--- config.mk ---
export PLATFORM = sky130hd
export DESIGN_NAME = led_comet_chase_stepper
export DESIGN_NICKNAME = d
export VERILOG_FILES = /design/src/lccs_pkg.sv /design/src/lccs_div.sv /design/src/lccs_datapath.sv /design/src/lccs_ctrl.sv /design/src/led_comet_chase_stepper.sv
export VERILOG_INCLUDE_DIRS = /design/src /design/src/src
export SDC_FILE = /design/constraint.sdc
export NUM_CORES = 1
export LEC_CHECK = 0
export ABC_AREA = 1
export BUFFER_PORTS_ARGS = -buffer_cell sky130_fd_sc_hd__clkbuf_2
export CAP_MARGIN = 20
export CORE_MARGIN = 5
export CORE_UTILIZATION = 60
export CTS_CLUSTER_SIZE = 12
export DETAILED_ROUTE_END_ITERATION = 7
export GPL_TIMING_DRIVEN = 0
export HOLD_SLACK_MARGIN = 0.05
export PLACE_DENSITY = 0.74
export RECOVER_POWER = 50
export SLEW_MARGIN = 25
export SYNTH_ARGS = -nofsm -noshare
export SYNTH_HDL_FRONTEND = slang
export SYNTH_SLANG_ARGS = --single-unit
--- constraint.sdc ---
create_clock -name clk -period 8.7 [get_ports clk]
set_input_delay 0.435 -clock clk [delete_from_list [all_inputs] [get_ports clk]]
set_output_delay 0.435 -clock clk [all_outputs]
set_load 0.02 [all_outputs]
--- src/led_comet_chase_stepper_defines.svh ---
// Assertion macros used by the comet chase stepper controller.
// The enclosing module must have a clock named clk and an active-low reset named arst_n.
`ifndef LED_COMET_CHASE_STEPPER_DEFINES_SVH
`define LED_COMET_CHASE_STEPPER_DEFINES_SVH

`ifndef NO_ASSERTIONS

`define LCCS_ASSERT_IMP(lbl, ante, cons, msg) \
	lbl: assert property (@(posedge clk) disable iff (!arst_n) (ante) |-> (cons)) \
		else $error(msg);

`define LCCS_ASSERT_NXT(lbl, ante, cons, msg) \
	lbl: assert property (@(posedge clk) disable iff (!arst_n) (ante) |=> (cons)) \
		else $error(msg);

`else

`define LCCS_ASSERT_IMP(lbl, ante, cons, msg)

`define LCCS_ASSERT_NXT(lbl, ante, cons, msg)

`endif

`endif

--- src/lccs_pkg.sv ---
package lccs_pkg;

	localparam int MAX_LEN = 64;
	localparam logic [6:0] LEN_MAX = 7'(MAX_LEN);

	// Register indexes on the configuration port.
	localparam logic [2:0] CFG_RAMP_LENGTH   = 3'd0;
	localparam logic [2:0] CFG_TAIL_WIDTH    = 3'd1;
	localparam logic [2:0] CFG_PEAK_LEVEL    = 3'd2;
	localparam logic [2:0] CFG_STEP_INTERVAL = 3'd3;
	localparam logic [2:0] CFG_RUN_DURATION  = 3'd4;
	localparam logic [2:0] CFG_END_ACTION    = 3'd5;
	localparam logic [2:0] CFG_PATTERN_FLAGS = 3'd6;
	localparam logic [2:0] CFG_FIXED_COLOR   = 3'd7;

	localparam logic REQ_START = 1'b0;
	localparam logic REQ_TIME  = 1'b1;

	localparam logic KIND_ZONE = 1'b0;
	localparam logic KIND_END  = 1'b1;

	localparam logic [1:0] END_KEEP = 2'd0;
	localparam logic [1:0] END_OFF  = 2'd1;
	localparam logic [1:0] END_ON   = 2'd2;

	localparam logic [1:0] DRAW_RED   = 2'd0;
	localparam logic [1:0] DRAW_GREEN = 2'd1;
	localparam logic [1:0] DRAW_BLUE  = 2'd2;

	localparam logic [31:0] LFSR_MASK = 32'h8020_0003;
	localparam logic [31:0] LFSR_SEED = 32'h0000_0001;

	typedef enum logic [3:0] {
		ST_IDLE,
		ST_DISPATCH,
		ST_CHECK_STEP,
		ST_SETUP,
		ST_MUL_Q,
		ST_MUL_ND,
		ST_DIV_GO,
		ST_DIV_WAIT,
		ST_COLOR,
		ST_EMIT,
		ST_END
	} ctrl_state_t;

	typedef struct packed {
		logic       take_in;
		logic       arm;
		logic       step;
		logic       setup;
		logic       mul_q;
		logic       mul_nd;
		logic       div_start;
		logic       draw;
		logic [1:0] draw_sel;
		logic       load_zone;
		logic       load_end;
		logic       next_off;
	} dp_cmd_t;

	typedef struct packed {
		logic is_start;
		logic running;
		logic expired;
		logic step_due;
		logic div_done;
		logic lvl_zero;
		logic use_fixed;
		logic last_off;
	} dp_status_t;

endpackage

--- src/lccs_div.sv ---
module lccs_div import lccs_pkg::*; (
	input  logic        clk,
	input  logic        arst_n,
	input  logic        start,
	input  logic [21:0] num,
	input  logic [14:0] den,
	output logic [7:0]  quo,
	output logic        done
);

	// Restoring division, one quotient bit per cycle. The caller guarantees that
	// the quotient fits in eight bits, so only eight trial subtractions are needed.
	logic        busy_q;
	logic        done_q;
	logic [2:0]  cnt_q;
	logic [21:0] rem_q;
	logic [14:0] den_q;
	logic [7:0]  quo_q;
	logic [21:0] trial;
	logic        ge;

	assign trial = {7'b0, den_q} << cnt_q;
	assign ge    = rem_q >= trial;

	always_ff @(posedge clk or negedge arst_n) begin
		if (!arst_n) begin
			busy_q <= 1'b0;
			done_q <= 1'b0;
			cnt_q  <= '0;
		end else begin
			done_q <= busy_q && (cnt_q == 3'd0);
			if (start) begin
				busy_q <= 1'b1;
				cnt_q  <= 3'd7;
			end else if (busy_q) begin
				if (cnt_q == 3'd0) begin
					busy_q <= 1'b0;
				end else begin
					cnt_q <= cnt_q - 3'd1;
				end
			end
		end
	end

	always_ff @(posedge clk) begin
		if (start) begin
			rem_q <= num;
			den_q <= den;
		end else if (busy_q) begin
			if (ge) begin
				rem_q <= rem_q - trial;
			end
			quo_q <= {quo_q[6:0], ge};
		end
	end

	assign quo  = quo_q;
	assign done = done_q;

endmodule

--- src/lccs_datapath.sv ---
module lccs_datapath import lccs_pkg::*; (
	input  logic        clk,
	input  logic        arst_n,
	input  logic        cfg_we,
	input  logic [2:0]  cfg_addr,
	input  logic [31:0] cfg_data,
	input  logic        req_type,
	input  logic [31:0] now_ms,
	input  dp_cmd_t     cmd,
	output dp_status_t  status,
	output logic        kind,
	output logic [5:0]  position,
	output logic [7:0]  level,
	output logic [7:0]  red,
	output logic [7:0]  green,
	output logic [7:0]  blue,
	output logic        color_write,
	output logic        clear_others,
	output logic [1:0]  end_code,
	output logic        last
);

	// Configuration registers.
	logic [6:0]  ramp_length_q;
	logic [7:0]  tail_width_q;
	logic [7:0]  peak_level_q;
	logic [15:0] step_interval_q;
	logic [31:0] run_duration_q;
	logic [1:0]  end_action_q;
	logic [1:0]  pattern_flags_q;
	logic [23:0] fixed_color_q;

	// Chase state.
	logic        running_q;
	logic [5:0]  head_q;
	logic [31:0] start_stamp_q;
	logic [31:0] last_stamp_q;
	logic [31:0] lfsr_q;

	// Latched request and per-step working registers.
	logic        req_q;
	logic [31:0] now_q;
	logic [6:0]  width_q;
	logic [5:0]  d_q;
	logic [5:0]  off_q;
	logic [11:0] dd_q;
	logic [11:0] q_q;
	logic [14:0] den_q;
	logic [21:0] num_q;
	logic [7:0]  red_d_q;
	logic [7:0]  green_d_q;
	logic [7:0]  blue_d_q;

	// Output payload registers.
	logic        kind_q;
	logic [5:0]  position_q;
	logic [7:0]  level_q;
	logic [7:0]  red_q;
	logic [7:0]  green_q;
	logic [7:0]  blue_q;
	logic        color_write_q;
	logic        clear_others_q;
	logic [1:0]  end_code_q;
	logic        last_q;

	logic        rev;
	logic        fixed;
	logic [6:0]  len_c;
	logic [6:0]  lenm1;
	logic [6:0]  inc;
	logic [5:0]  head_fwd;
	logic [5:0]  head_rev;
	logic [6:0]  width_c;
	logic [6:0]  pos_r;
	logic [6:0]  pos_rev;
	logic [7:0]  pos_f;
	logic [7:0]  pos_fwd;
	logic [5:0]  pos_c;
	logic [5:0]  k_c;
	logic [6:0]  t_c;
	logic [12:0] kt_c;
	logic [11:0] dd_c;
	logic [14:0] five_dd;
	logic [19:0] pq_c;
	logic [7:0]  div_quo;
	logic        div_done;
	logic [7:0]  level_c;
	logic [31:0] lfsr_nxt;
	logic [1:0]  code_c;
	logic [7:0]  red_c;
	logic [7:0]  green_c;
	logic [7:0]  blue_c;

	function automatic logic [31:0] lfsr_step8(input logic [31:0] s);
		logic [31:0] v;
		v = s;
		for (int i = 0; i < 8; i++) begin
			if (v[0]) begin
				v = (v >> 1) ^ LFSR_MASK;
			end else begin
				v = v >> 1;
			end
		end
		return v;
	endfunction

	assign rev   = pattern_flags_q[0];
	assign fixed = pattern_flags_q[1];

	always_comb begin
		if (ramp_length_q == 7'd0) begin
			len_c = 7'd1;
		end else if (ramp_length_q > LEN_MAX) begin
			len_c = LEN_MAX;
		end else begin
			len_c = ramp_length_q;
		end
	end

	assign lenm1    = len_c - 7'd1;
	assign inc      = {1'b0, head_q} + 7'd1;
	assign head_fwd = (inc >= len_c) ? 6'd0 : inc[5:0];
	assign head_rev = (head_q == 6'd0 || {1'b0, head_q} > lenm1) ? lenm1[5:0] : head_q - 6'd1;

	always_comb begin
		if (tail_width_q == 8'd0) begin
			width_c = 7'd1;
		end else if (tail_width_q > {1'b0, len_c}) begin
			width_c = len_c;
		end else begin
			width_c = tail_width_q[6:0];
		end
	end

	// The head is always inside the ramp here, so one conditional subtract wraps.
	assign pos_r   = {1'b0, head_q} + {1'b0, off_q};
	assign pos_rev = (pos_r >= len_c) ? pos_r - len_c : pos_r;
	assign pos_f   = {2'b0, head_q} + {1'b0, len_c} - {2'b0, off_q};
	assign pos_fwd = (pos_f >= {1'b0, len_c}) ? pos_f - {1'b0, len_c} : pos_f;
	assign pos_c   = rev ? pos_rev[5:0] : pos_fwd[5:0];

	// Falloff terms: q = k * (2D - k), den = 5D^2 - q, num = 4 * peak * q.
	assign k_c     = d_q - off_q;
	assign t_c     = {d_q, 1'b0} - {1'b0, k_c};
	assign kt_c    = {7'b0, k_c} * {6'b0, t_c};
	assign dd_c    = {6'b0, d_q} * {6'b0, d_q};
	assign five_dd = {1'b0, dd_q, 2'b00} + {3'b0, dd_q};
	assign pq_c    = {12'b0, peak_level_q} * {8'b0, q_q};

	lccs_div u_div (
		.clk    (clk),
		.arst_n (arst_n),
		.start  (cmd.div_start),
		.num    (num_q),
		.den    (den_q),
		.quo    (div_quo),
		.done   (div_done)
	);

	// A zone one position wide has no falloff and sits at the peak.
	assign level_c  = (d_q == 6'd0) ? peak_level_q : div_quo;
	assign lfsr_nxt = lfsr_step8(lfsr_q);
	assign code_c   = (end_action_q == END_ON || end_action_q == END_OFF) ? end_action_q : END_KEEP;

	always_comb begin
		if (level_c == 8'd0) begin
			red_c   = 8'd0;
			green_c = 8'd0;
			blue_c  = 8'd0;
		end else if (fixed) begin
			red_c   = fixed_color_q[23:16];
			green_c = fixed_color_q[15:8];
			blue_c  = fixed_color_q[7:0];
		end else begin
			red_c   = red_d_q;
			green_c = green_d_q;
			blue_c  = blue_d_q;
		end
	end

	always_ff @(posedge clk or negedge arst_n) begin
		if (!arst_n) begin
			ramp_length_q   <= 7'd1;
			tail_width_q    <= 8'd3;
			peak_level_q    <= 8'd200;
			step_interval_q <= 16'd30;
			run_duration_q  <= 32'd0;
			end_action_q    <= END_KEEP;
			pattern_flags_q <= 2'd0;
			fixed_color_q   <= 24'd0;
			running_q       <= 1'b0;
			head_q          <= 6'd0;
			start_stamp_q   <= 32'd0;
			last_stamp_q    <= 32'd0;
			lfsr_q          <= LFSR_SEED;
		end else begin
			if (cfg_we) begin
				unique case (cfg_addr)
					CFG_RAMP_LENGTH:   ramp_length_q   <= cfg_data[6:0];
					CFG_TAIL_WIDTH:    tail_width_q    <= cfg_data[7:0];
					CFG_PEAK_LEVEL:    peak_level_q    <= cfg_data[7:0];
					CFG_STEP_INTERVAL: step_interval_q <= cfg_data[15:0];
					CFG_RUN_DURATION:  run_duration_q  <= cfg_data;
					CFG_END_ACTION:    end_action_q    <= cfg_data[1:0];
					CFG_PATTERN_FLAGS: pattern_flags_q <= cfg_data[1:0];
					CFG_FIXED_COLOR:   fixed_color_q   <= cfg_data[23:0];
				endcase
			end
			if (cmd.arm) begin
				running_q     <= 1'b1;
				head_q        <= rev ? lenm1[5:0] : 6'd0;
				start_stamp_q <= now_q;
				last_stamp_q  <= now_q;
			end
			if (cmd.load_end) begin
				running_q <= 1'b0;
			end
			if (cmd.step) begin
				last_stamp_q <= now_q;
				head_q       <= rev ? head_rev : head_fwd;
			end
			if (cmd.draw) begin
				lfsr_q <= lfsr_nxt;
			end
		end
	end

	always_ff @(posedge clk) begin
		if (cmd.take_in) begin
			req_q <= req_type;
			now_q <= now_ms;
		end
		if (cmd.step) begin
			width_q <= width_c;
			d_q     <= 6'(width_c - 7'd1);
			off_q   <= 6'd0;
		end
		if (cmd.next_off) begin
			off_q <= off_q + 6'd1;
		end
		if (cmd.setup) begin
			dd_q <= dd_c;
		end
		if (cmd.mul_q) begin
			q_q <= kt_c[11:0];
		end
		if (cmd.mul_nd) begin
			den_q <= five_dd - {3'b0, q_q};
			num_q <= {pq_c, 2'b00};
		end
		if (cmd.draw) begin
			case (cmd.draw_sel)
				DRAW_RED:   red_d_q   <= lfsr_nxt[7:0];
				DRAW_GREEN: green_d_q <= lfsr_nxt[7:0];
				default:    blue_d_q  <= lfsr_nxt[7:0];
			endcase
		end
		if (cmd.load_zone) begin
			kind_q         <= KIND_ZONE;
			position_q     <= pos_c;
			level_q        <= level_c;
			red_q          <= red_c;
			green_q        <= green_c;
			blue_q         <= blue_c;
			color_write_q  <= level_c != 8'd0;
			clear_others_q <= off_q == 6'd0;
			end_code_q     <= END_KEEP;
			last_q         <= status.last_off;
		end else if (cmd.load_end) begin
			kind_q         <= KIND_END;
			position_q     <= 6'd0;
			level_q        <= (code_c == END_ON) ? peak_level_q : 8'd0;
			red_q          <= 8'd0;
			green_q        <= 8'd0;
			blue_q         <= 8'd0;
			color_write_q  <= 1'b0;
			clear_others_q <= 1'b0;
			end_code_q     <= code_c;
			last_q         <= 1'b1;
		end
	end

	assign status.is_start  = req_q == REQ_START;
	assign status.running   = running_q;
	assign status.expired   = (run_duration_q != 32'd0) &&
	                          ((now_q - start_stamp_q) >= run_duration_q);
	assign status.step_due  = (now_q - last_stamp_q) >= {16'b0, step_interval_q};
	assign status.div_done  = div_done;
	assign status.lvl_zero  = level_c == 8'd0;
	assign status.use_fixed = fixed;
	assign status.last_off  = ({1'b0, off_q} + 7'd1) == width_q;

	assign kind         = kind_q;
	assign position     = position_q;
	assign level        = level_q;
	assign red          = red_q;
	assign green        = green_q;
	assign blue         = blue_q;
	assign color_write  = color_write_q;
	assign clear_others = clear_others_q;
	assign end_code     = end_code_q;
	assign last         = last_q;

endmodule

--- src/lccs_ctrl.sv ---
`include "led_comet_chase_stepper_defines.svh"

module lccs_ctrl import lccs_pkg::*; (
	input  logic       clk,
	input  logic       arst_n,
	input  logic       in_valid,
	output logic       in_ready,
	output logic       out_valid,
	input  logic       out_ready,
	input  dp_status_t status,
	output dp_cmd_t    cmd
);

	ctrl_state_t state_q;
	ctrl_state_t state_d;
	logic [1:0]  draw_cnt_q;
	logic        out_valid_q;
	logic        out_free;
	logic        in_take;

	assign out_free = !out_valid_q || out_ready;
	assign in_take  = in_valid && (state_q == ST_IDLE);

	always_comb begin
		state_d = state_q;
		unique case (state_q)
			ST_IDLE: begin
				if (in_valid) begin
					state_d = ST_DISPATCH;
				end
			end
			ST_DISPATCH: begin
				if (status.is_start || !status.running) begin
					state_d = ST_IDLE;
				end else if (status.expired) begin
					state_d = ST_END;
				end else begin
					state_d = ST_CHECK_STEP;
				end
			end
			ST_CHECK_STEP: state_d = status.step_due ? ST_SETUP : ST_IDLE;
			ST_SETUP:      state_d = ST_MUL_Q;
			ST_MUL_Q:      state_d = ST_MUL_ND;
			ST_MUL_ND:     state_d = ST_DIV_GO;
			ST_DIV_GO:     state_d = ST_DIV_WAIT;
			ST_DIV_WAIT: begin
				if (status.div_done) begin
					state_d = (status.lvl_zero || status.use_fixed) ? ST_EMIT : ST_COLOR;
				end
			end
			ST_COLOR: begin
				if (draw_cnt_q == DRAW_BLUE) begin
					state_d = ST_EMIT;
				end
			end
			ST_EMIT: begin
				if (out_free) begin
					state_d = status.last_off ? ST_IDLE : ST_MUL_Q;
				end
			end
			ST_END: begin
				if (out_free) begin
					state_d = ST_IDLE;
				end
			end
			default: state_d = ST_IDLE;
		endcase
	end

	always_comb begin
		cmd = '0;
		unique case (state_q)
			ST_IDLE:       cmd.take_in = in_valid;
			ST_DISPATCH:   cmd.arm = status.is_start;
			ST_CHECK_STEP: cmd.step = status.step_due;
			ST_SETUP:      cmd.setup = 1'b1;
			ST_MUL_Q:      cmd.mul_q = 1'b1;
			ST_MUL_ND:     cmd.mul_nd = 1'b1;
			ST_DIV_GO:     cmd.div_start = 1'b1;
			ST_COLOR: begin
				cmd.draw     = 1'b1;
				cmd.draw_sel = draw_cnt_q;
			end
			ST_EMIT: begin
				cmd.load_zone = out_free;
				cmd.next_off  = out_free && !status.last_off;
			end
			ST_END:        cmd.load_end = out_free;
			default:       cmd = '0;
		endcase
	end

	always_ff @(posedge clk or negedge arst_n) begin
		if (!arst_n) begin
			state_q     <= ST_IDLE;
			draw_cnt_q  <= DRAW_RED;
			out_valid_q <= 1'b0;
		end else begin
			state_q    <= state_d;
			draw_cnt_q <= (state_q == ST_COLOR) ? draw_cnt_q + 2'd1 : DRAW_RED;
			if (cmd.load_zone || cmd.load_end) begin
				out_valid_q <= 1'b1;
			end else if (out_ready) begin
				out_valid_q <= 1'b0;
			end
		end
	end

	assign in_ready  = state_q == ST_IDLE;
	assign out_valid = out_valid_q;

	`LCCS_ASSERT_IMP(a_load_slot_free, cmd.load_zone || cmd.load_end, !out_valid_q || out_ready, "result loaded over a pending one")
	`LCCS_ASSERT_IMP(a_div_done_wait, status.div_done, state_q == ST_DIV_WAIT, "divider finished outside its wait state")
	`LCCS_ASSERT_IMP(a_color_random, state_q == ST_COLOR, !status.lvl_zero && !status.use_fixed, "colour drawn for a dark or fixed entry")
	`LCCS_ASSERT_NXT(a_take_dispatch, in_take, state_q == ST_DISPATCH, "accepted request not dispatched")

endmodule

--- src/led_comet_chase_stepper.sv ---
// Comet chase stepper: steps a wrapping comet over a ramp of up to 64 positions.
// Requests arrive on the in channel (in_valid/in_ready) carrying req_type and now_ms.
// A start request arms the ramp and produces no result; a time request either ends
// the run with one end result, does nothing when the chase is stopped or no step is due,
// or moves the head and produces one zone result per tail position, head first, the last one flagged.
// Results leave on the out channel (out_valid/out_ready) from an output register.
// Configuration is written through cfg_we/cfg_addr/cfg_data, one register per edge;
// write it only while no request is in flight. The block itself does not enforce this.
// Flow: a request is taken only while the controller is idle. A start, or a time
// request while the chase is idle, returns to idle from the dispatch state, and a
// step not yet due returns from the check-step state after it; an end result is loaded
// from the end state once the output register is free. A step runs a setup state, then
// per zone entry two multiply states, a division in the divider that shapes each level,
// and the emit state; entries with random colour first draw one byte per colour from
// the LFSR, while those with fixed colour or level zero skip that draw.
// When the receiver stalls, the controller holds in its emit state with the next
// entry computed and resumes as soon as the output register frees up; a request
// can still be accepted while the final result of the previous one waits there.
// Reset returns the configuration and chase registers to their reset values, the block to idle,
// and the colour generator to its seed; no result is pending afterward.
module led_comet_chase_stepper import lccs_pkg::*; (
	input  logic        clk,
	input  logic        arst_n,
	input  logic        cfg_we,
	input  logic [2:0]  cfg_addr,
	input  logic [31:0] cfg_data,
	input  logic        in_valid,
	output logic        in_ready,
	input  logic        req_type,
	input  logic [31:0] now_ms,
	output logic        out_valid,
	input  logic        out_ready,
	output logic        kind,
	output logic [5:0]  position,
	output logic [7:0]  level,
	output logic [7:0]  red,
	output logic [7:0]  green,
	output logic [7:0]  blue,
	output logic        color_write,
	output logic        clear_others,
	output logic [1:0]  end_code,
	output logic        last
);

	// Command and status between the controller and the datapath.
	dp_cmd_t    cmd;
	dp_status_t status;

	lccs_ctrl u_ctrl (
		.clk       (clk),
		.arst_n    (arst_n),
		.in_valid  (in_valid),
		.in_ready  (in_ready),
		.out_valid (out_valid),
		.out_ready (out_ready),
		.status    (status),
		.cmd       (cmd)
	);

	// The datapath holds the registers, the chase state, the falloff arithmetic
	// with its divider, the colour generator and the output payload register.
	lccs_datapath u_datapath (
		.clk          (clk),
		.arst_n       (arst_n),
		.cfg_we       (cfg_we),
		.cfg_addr     (cfg_addr),
		.cfg_data     (cfg_data),
		.req_type     (req_type),
		.now_ms       (now_ms),
		.cmd          (cmd),
		.status       (status),
		.kind         (kind),
		.position     (position),
		.level        (level),
		.red          (red),
		.green        (green),
		.blue         (blue),
		.color_write  (color_write),
		.clear_others (clear_others),
		.end_code     (end_code),
		.last         (last)
	);

endmodule
=== Word level (Yosys, flattened, before mapping) ===
Cells that the tools add are included.

* Register bits: 438
* Bits in latches: 0
* RAM bits: 0
* Bits in read-only memories: 0
* Output and inout port bits: 46
* Memories kept: 0

* Add/sub/neg operators: 20
* Multiply operators: 3
* Div/mod/pow operators: 0
* Magnitude comparators: 9
* Equal/unequal tests: 29
* Shifts and indexed selects: 1
* Multiplexer cells: 83
* Bitwise operators: 11
* Reduce and logical (&&, ||, !) cells: 47

{| class="wikitable"
|+ Operators by type and width
! cell !! count
|-
| 32-bit two-way mux || 10
|-
| 8-bit two-way mux || 14
|-
| 6-bit two-way mux || 13
|-
| 22-bit two-way mux || 3
|-
| 32-bit subtractor || 2
|-
| 4-bit one-hot mux with 11 select lines || 1
|-
| 32-bit by 16-bit >= comparator with 1-bit output || 1
|-
| 32-bit >= comparator || 1
|-
| 3-bit NOT with 4-bit output || 8
|-
| 32-bit nonzero test || 1
|-
| 4-bit two-way mux || 7
|-
| 7-bit two-way mux || 4
|-
| 2-bit AND reduction || 14
|-
| 1-bit two-way mux || 23
|-
| 22-bit >= comparator || 1
|-
| 15-bit by 3-bit left shift with 22-bit output || 1
|-
| 22-bit subtractor || 1
|-
| 8-bit by 12-bit multiplier with 20-bit output || 1
|-
| 6-bit zero test || 3
|-
| 6-bit subtractor || 3
|-
| 4-bit by 3-bit equality test with 1-bit output, second input constant || 4
|-
| 8-bit zero test || 2
|-
| 14-bit by 12-bit adder with 15-bit output || 1
|-
| 3-bit two-way mux || 5
|-
| 42 further kinds || 79
|}

=== Depth between registers and ports, before layout ===
Gate-level depths: netlist (run 1).

* Word-level depth: 16
* Gate-level depth with buffers: 30
* Depth with buffers taken out: 30

=== By module ===
Synthesis (run 1) repeated with hierarchy kept, for this count alone.

* Cells, all modules: 3,886
* Area total of the unflattened synthesis: 31,899.3 µm²

{| class="wikitable"
|+ By module, submodules not included
! module !! instances !! cells each !! area each (µm²)
|-
| lccs_datapath || 1 || 3,214 || 27,347.5
|-
| lccs_div || 1 || 576 || 3,973.8
|-
| lccs_ctrl || 1 || 96 || 578.1
|}

=== Worst setup path after synthesis (run 1) ===
No wires, ideal clock.

* Path type: register to register
* Start: reg u_datapath.d_q[0]
* End: reg u_datapath.q_q[11] (data pin)
* Library setup time: 263 ps
* Arrival: 5,957 ps
* Data required time: 8,437 ps
* Slack: 2,480 ps
* Stages on the path, launching flop included: 29
* Path buffers: 1
* Cell sequence: edfxtp_1 > clkbuf_1 > inv_1 > ha_1 > inv_1 > fa_1 > a21oi_1 > nor2_1 > nor2_1 > xor2_1 > ha_1 > a21o_1 > a21oi_1 > xor2_1 > nor2_1 > fa_1 > fa_1 > inv_1 > fa_1 > inv_1 > ha_1 > a21oi_1 > o21ai_0 > a21o_1 > a21oi_1 > o21ai_0 > a21oi_1 > xor2_1 > xor2_1

* Longest elaborated chain between the ends: 3

{| class="wikitable"
|+ RTL lines
! what !! RTL line !! text
|-
| from (decl) || lccs_datapath.sv:44 || <nowiki>logic [5:0] d_q;</nowiki>
|-
| from (signal assigned) || lccs_datapath.sv:235 || <nowiki>d_q <= 6'(width_c - 7'd1);</nowiki>
|-
| 6-bit subtractor || lccs_datapath.sv:143 || <nowiki>assign k_c = d_q - off_q;</nowiki>
|-
| 7-bit by 6-bit subtractor with 7-bit output || lccs_datapath.sv:144 || <nowiki>assign t_c = {d_q, 1'b0} - {1'b0, k_c};</nowiki>
|-
| 6-bit by 7-bit multiplier with 12-bit output (*) || lccs_datapath.sv:145 || <nowiki>assign kt_c = {7'b0, k_c} * {6'b0, t_c};</nowiki>
|-
| net u_datapath.kt_c[11] || lccs_datapath.sv:81 || <nowiki>logic [12:0] kt_c;</nowiki>
|-
| to (signal assigned) || lccs_datapath.sv:245 || <nowiki>q_q <= kt_c[11:0];</nowiki>
|-
| to (decl) || lccs_datapath.sv:47 || <nowiki>logic [11:0] q_q;</nowiki>
|}

The timed path passes the listed nets; every way through them passes the cells marked *.
A chain may end at the register's enable or synchronous reset.

=== Final worst setup path (run 1) ===
Ends and elaborated chain as after synthesis.

==> results.ini, run 1 <==
[route]
vias=26100
drt-initial-drc-count=2222
ant_nets=0
routed_wl_mm=81.4
vias_per_cell=5.44
drt_pass1_iterations=6
drc=0
wl_per_cell_um=17.0

[status]
violations=max-capacitance violations, max-slew violations
status=finished, violations left

[min_path]
hold_class=in -> reg
whs_path_depth=3
min_from=cfg_data[28]
holdPathEnd=u_datapath.run_duration_q[28]

[grt]
grt_remaining_overflow=0
grtUsageTotal_pct=28.4
grt_max_degree=85
antenna_found_initial=4
grt_pass1_wl_mm=130
grt_pass1_vias=24800

[floorplanning]
coreArea_um2=52300
num_rows=84
start_util_pct=60.4
dieArea_um2=57400
die_w_um=240
ios=119
die_h_um=240

[setup_path]
crit_path_end_kind=register
crit_fanout=8
slowest_stage=xor2_1
start_kind=register
critPathKind=reg -> reg
r2r_slack_ns=1.49
timing.rr.start=u_datapath.d_q[0]
worst_path_most_repeated_cell=a21oi_1
required_ns=9.03
worstReg2RegEnd=u_datapath.q_q[11]
worst-path-buf-inv=5
cp_data_arrival_time_ns=7.54
cp_top_family=adder cells
reg2reg_depth=28
cpPeakStageDelay_ns=0.58

[sta]
final_hold_viol_count=0
finClkSkew_ns=0.0250
slew_headroom_pct=-188
rsz0062_at_grt=false
tightest_slew_ns=4.31
fin_tns_setup_ns=0
drv_slew=150
period_needed_ns=7.21
setup_viol=0
fin_crit_sh_pct=82.9
fmax_ghz=0.139

[cells_and_area]
mostFrequentLayoutCell=nand2_1
syn_to_final_growth_pct=10.8
finalNonFillerCells=4792
nets=4535
fill_cells=4438
design_area_um2=35000
drive_above_1_share_pct=5.46
layout_common_cells=950 x nand2_1, 657 x inv_1, 287 x ha_1

[job]
maxCapViolCount=3

[clocking]
cts_sinks=437
clk_latency_ns=0.61
root_buffer=clkbuf_16
cts_setup_buffers=0
cts_buffer_depth=3
path_clk_slew_ns=0.06
cts_tree=built
cts_buffers=47
cts_max_level=2

[logic_synthesis]
ys_seq_area_share_pct=38.1
synth_area_um2=31600
ys_ff_latch=437
ys_warn_count=0
async_flop_share_pct=49.0
netlist_instances=3856
synth_edf_count=220
avgSynthCellArea_um2=8.20
synth_top_area_share_pct=20.9
ys.flop_type=edfxtp_1
yosys.area.top_type=edfxtp_1
synthTopCellsByArea=edfxtp_1 21%, dfrtp_1 16%, ha_1 11%, nand2_1 11%, inv_1 7.8%
ys_types=62

[place]
dpl_cell_area_um2=33200
gp_congestion=0.947
port_buffers=118
dp.final_hpwl_mm=63.2
dp_cells=4669

worst register-to-register path: cells and delay by family, from the launching register on:
kind / cells / cell delay (ns)
adders and majority gates: 7 / 2.95
buffers and inverters: 5 / 0.55
AOI/OAI and AO/OA: 9 / 1.46
DFF: 1 / 0.46
xor gates and xnor gates: 4 / 1.26
and+or+nand+nor: 3 / 0.28
per-stage QoR:
step	setup slack (ns)	hold slack, ns	util [%]
3_3_place_gp	1.71	0.401	63.2
3_5_place_dp	1.52	0.405	63.5
4_1_cts	1.49	0.0873	67.1
5_1_grt	0.560	0.0903	66.9
6_report	1.49	0.102	66.9
2_1_floorplan	2.48	0.139	-
per-layer routing:
layer / vias to the layer above / global-route usage, % / wire length, um
met4: 4 / 9.44 / 3090
met5: - / 0 / 31
li1: 12800 / - / -
met1: 12200 / 40.6 / 36000
met3: 157 / 4.33 / 5850
met2: 855 / 44.9 / 36500
layout make-up:
class                   count  area (um2)  area share, %
multi-input cells        2659       16700           47.7
repair buffers            158         982           2.80
flip-flops and latches    437       12000           34.4
clock inverters            16         210          0.600
well taps                 688         861           2.46
diodes                      2        5.00         0.0143
clock buffers              71        1340           3.82
inverters                 665        2500           7.13
plain buffers              96         410           1.17
cells in the mapped netlist, types with 12 or more instances:
library cell  instances
a21o_1               13
a21oi_1             248
a31oi_1              14
buf_2                12
clkbuf_1             77
dfrtp_1             203
edfxtp_1            220
fa_1                111
ha_1                287
inv_1               657
nand2_1             952
nand3_1             169
nand4_1              30
nor2_1              253
nor3_1               25
o21ai_0             261
or2_2                19
xnor2_1              43
xor2_1              120
sequential cells by signal, summed over array words and instances, names as in the netlist, 11 cells and up:
register	flops
u_datapath.fixed_color_q	24
u_datapath.num_q	20
u_datapath.dd_q	11
u_datapath.start_stamp_q	32
u_datapath.lfsr_q	32
u_datapath.run_duration_q	32
u_datapath.u_div.den_q	15
u_datapath.now_q	32
u_datapath.step_interval_q	16
u_datapath.den_q	15
u_datapath.q_q	12
u_datapath.last_stamp_q	32
u_datapath.u_div.rem_q	22
worst max path at each step:
stage | from | end | slack, ns | depth (start not counted)
floorplan | u_datapath.d_q[0] | u_datapath.q_q[11] | 2.48 | 28
global placement | u_datapath.d_q[0] | u_datapath.q_q[11] | 1.71 | 28
detailed placement | u_datapath.d_q[0] | u_datapath.q_q[11] | 1.52 | 28
CTS | u_datapath.d_q[0] | u_datapath.q_q[11] | 1.49 | 28
global route | arst_n | u_datapath.head_q[0] | 0.56 | 3
finish | u_datapath.d_q[0] | u_datapath.q_q[11] | 1.49 | 28
cells by family (layout without fill, tap and decap cells):
| logic type | Yosys count | after routing | synth area share [%] |
|---|---|---|---|
| xor+xnor | 164 | 164 | 4.57 |
| buf+inv | 761 | 1006 | 9.19 |
| fa+ha+maj | 398 | 398 | 18.4 |
| mux | 11 | 11 | 0.352 |
| other cells | 1 | 4 | 0.0119 |
| simple gates | 1486 | 1486 | 19.2 |
| flops | 437 | 437 | 38.1 |
| compound gates | 598 | 598 | 10.2 |
what timing repair did:
item                                   in CTS  in global routing
hold buffers                               34                  0
setup endpoints to repair                   0                  0
resized for setup                           0                  0
endpoints found under the hold margin      88                  0
Power of run 1 is left out: the tool's default activity adds up to more than one toggle a clock period on the data nets, which glitch-free logic cannot reach.
==> run 2, diff against run 1 <==
--- a/config.mk
+++ b/config.mk
@@ -6,7 +6,7 @@
 export SDC_FILE = /design/constraint.sdc
 export NUM_CORES = 1
 export LEC_CHECK = 0
-export ABC_AREA = 1
+export ABC_AREA = 0
 export BUFFER_PORTS_ARGS = -buffer_cell sky130_fd_sc_hd__clkbuf_2
 export CAP_MARGIN = 20
 export CORE_MARGIN = 5
==> constraint.sdc (replaced) <==
create_clock -name clk -period 6.9 [get_ports clk]
set_input_delay 0.345 -clock clk [delete_from_list [all_inputs] [get_ports clk]]
set_output_delay 0.345 -clock clk [all_outputs]
set_load 0.02 [all_outputs]
==> run 2 against run 1 <==
Compared with the run above: the run still ends with max-capacitance violations, max-slew violations left; routed wire length decreased by 4.9%; clock skew rose by 0.010 ns; first-iteration DRC count down 23%; critical path depth is 4 lower; flip-flop and latch count unchanged; die area is 2.6% lower; global-route usage down 1.1 points; fmax increased by 12%; setup slack lost 1.0 ns; synthesized area fell by 2.7%.
==> results.ini, run 2 <==
[job]
maxCapViolCount=2  ; -1

[floorplanning]
ios=119  ; unchanged
die_w_um=236  ; -1.3%
die_h_um=236  ; -1.3%
num_rows=83  ; -1.2%
start_util_pct=60.3  ; -0.10 points
dieArea_um2=55900  ; -2.6%
coreArea_um2=51000  ; -2.6%

[grt]
antenna_found_initial=0  ; -4
grt_pass1_wl_mm=124  ; -5.1%
grt_pass1_vias=23400  ; -5.6%
grt_remaining_overflow=0  ; unchanged
grtUsageTotal_pct=27.3  ; -1.1 points
grt_max_degree=84  ; -1.2%

[setup_path]
critPathKind=reg -> reg
cp_data_arrival_time_ns=6.75  ; -0.79 ns
start_kind=register
crit_path_end_kind=register
crit_fanout=7  ; -1
required_ns=7.23  ; -1.80 ns

[route]
routed_wl_mm=77.5  ; -4.9%
vias=23300  ; -11%
drt-initial-drc-count=1712  ; -23%
drt_pass1_iterations=6  ; unchanged
wl_per_cell_um=19.4  ; +14%
wl_met1_mm=34.1  ; -5.4%
vias_per_cell=5.85  ; +7.4%
met3_length_mm=5.03  ; -14%
top_layer_used=met4
wl_met2_mm=35.9  ; -1.4%
drc=0  ; unchanged
ant_nets=0  ; unchanged

[clocking]
path_clk_slew_ns=0.06  ; about the same
cts_sinks=437  ; unchanged
cts_buffer_depth=3  ; unchanged
clk_latency_ns=0.62  ; about the same
cts_tree=built
cts_buffers=49  ; +4.3%
root_buffer=clkbuf_16
cts_max_level=2  ; unchanged

[place]
port_buffers=116  ; -1.7%
gp_congestion=0.968  ; +2.2%
dp.final_hpwl_mm=58.5  ; -7.4%
dp_cells=3838  ; -18%

[cells_and_area]
finalNonFillerCells=3992  ; -17%
layout_common_cells=328 x inv_1, 287 x nand2_1, 287 x ha_1
mostFrequentLayoutCell=inv_1
syn_to_final_growth_pct=12.7
nets=3741  ; -18%
drive_above_1_share_pct=9.79  ; +4.3 points

[sta]
drv_slew=158  ; +5.3%
slew_headroom_pct=-184  ; +4.0 points
fin_crit_sh_pct=93.0  ; +10 points
rsz0062_at_grt=false
fin_tns_setup_ns=0  ; unchanged
finClkSkew_ns=0.0354  ; +0.0104 ns
setup_viol=0  ; unchanged
fmax_ghz=0.156  ; +12%
tightest_slew_ns=4.25  ; -0.0606 ns
period_needed_ns=6.42  ; -0.796 ns
final_hold_viol_count=0  ; unchanged
whs_ns=0.111  ; +0.00954 ns

[min_path]
hold_class=in -> reg

[logic_synthesis]
yosys.area.top_type=edfxtp_1
async_flop_share_pct=49.0  ; unchanged
ys_ff_latch=437  ; unchanged
ys_seq_area_share_pct=39.2  ; +1.1 points
ys_warn_count=0  ; unchanged
synth-compound-area-share_pct=11.7  ; +1.5 points
synth_common_cells=328 x inv_1, 287 x ha_1, 287 x nand2_1
synth_area_um2=30700  ; -2.7%
avgSynthCellArea_um2=10.1  ; +24%
synthTopCellsByArea=edfxtp_1 21%, dfrtp_1 17%, ha_1 12%, fa_1 7.2%, inv_1 4.0%
synth_xor_area_share_pct=5.24  ; +0.67 points
synth_edf_count=220  ; unchanged
synth_top_family_by_area=adder cells
ys_types=86  ; +39%
synth_fa_ha_area_share_pct=18.9  ; +0.55 points
ys.flop_type=edfxtp_1
synth_top_area_share_pct=21.5  ; +0.59 points
synth_most_common_cell=inv_1
netlist_instances=3032  ; -21%
synthMuxAreaShare_pct=6.73  ; +6.4 points
synthSimpleGateAreaFrac_pct=13.0  ; -6.2 points

[status]
violations=max-capacitance violations, max-slew violations
status=finished, violations left

==> run 2: changes by cell type in the layout (fill, tap and decap cells not counted), sizes merged, moves of 82 or more <==
cell | before | now
nand2 | 957 | 287
inv | 662 | 330
nand3 | 172 | 38
mux2 | 1 | 102
a21oi | 248 | 164
xnor2 | 44 | 126
==> run 2: logic make-up after synthesis <==
logic type,count (synthesis)
other,1
xor gates and xnor gates,184
DFF,437
adders and majority gates,399
buffers and inverters,422
and+or+nand+nor,839
AOI/OAI and AO/OA,577
muxes,173
==> run 2: metrics by stage <==
step / utilization, % / worst slack (ns) / area [um2]
6_report: 67.9 / 0.484 / 34600
5_1_grt: 67.9 / 0.00110 / 34600
4_1_cts: 68.0 / 0.0298 / 34700
3_5_place_dp: 63.6 / 0.0119 / 32400
3_3_place_gp: 63.1 / 0.167 / 32200
2_1_floorplan: - / 0.864 / 30700
==> run 2: layer usage <==
metal	vias up	GRT usage, %
met5	-	0
met2	795	44.0
met3	140	3.91
met1	11400	38.8
met4	0	8.40
li1	11000	-
==> run 2: area by class of cell <==
| class | instances | area, um2 |
|---|---|---|
| diodes | 1 | 2.50 |
| multi-input cells | 2174 | 17200 |
| repair buffers | 186 | 1240 |
| inverters | 332 | 1250 |
| fillers | 3909 | 16400 |
| flip-flops and latches | 437 | 12000 |
| clock inverters | 17 | 256 |
| well taps | 680 | 851 |
| plain buffers | 90 | 363 |
| clock buffers | 75 | 1440 |
==> run 2: worst paths after layout <==
path                                            from                      endpoint  slack [ns]  depth (start not counted)
worst min-delay path                    cfg_data[23]  u_datapath.fixed_color_q[23]        0.11                          2
max in group asynchronous                     arst_n    u_datapath.tail_width_q[0]        1.18                          4
worst max register to register   u_datapath.off_q[0]            u_datapath.q_q[11]        0.48                         24
min in group asynchronous                     arst_n   u_datapath.last_stamp_q[22]        1.79                          2
worst min register to register  u_datapath.den_q[11]    u_datapath.u_div.den_q[11]        0.42                          0
worst max-delay path             u_datapath.off_q[0]            u_datapath.q_q[11]        0.48                         24
==> run 2: repair_timing <==
action | CTS | global route
hold endpoints to repair | 141 | 0
pin swaps | 0 | 1
hold buffers | 57 | 0
buffers inserted | 0 | 4
endpoints found under the setup margin | 1 | 2
gates resized for setup | 1 | 5
==> run 2: critical path: stages, from the launching register on <==
cell and delay [ns]:
edfxtp_1 0.51, ha_1 0.23, inv_1 0.07, fa_1 0.56, inv_1 0.13, ha_1 0.32
a21o_1 0.18, a21oi_1 0.30, o21bai_1 0.10, a21oi_1 0.24, xor2_2 0.33, nand2b_1 0.17
fa_1 0.43, fa_1 0.47, fa_1 0.54, inv_1 0.04, ha_1 0.33, a21oi_1 0.16
o21ai_0 0.14, a21oi_1 0.17, o21bai_1 0.10, a21o_1 0.20, a21oi_1 0.17, xnor2_1 0.15
xnor2_1 0.11
Power of run 2 is left out for the same reason.
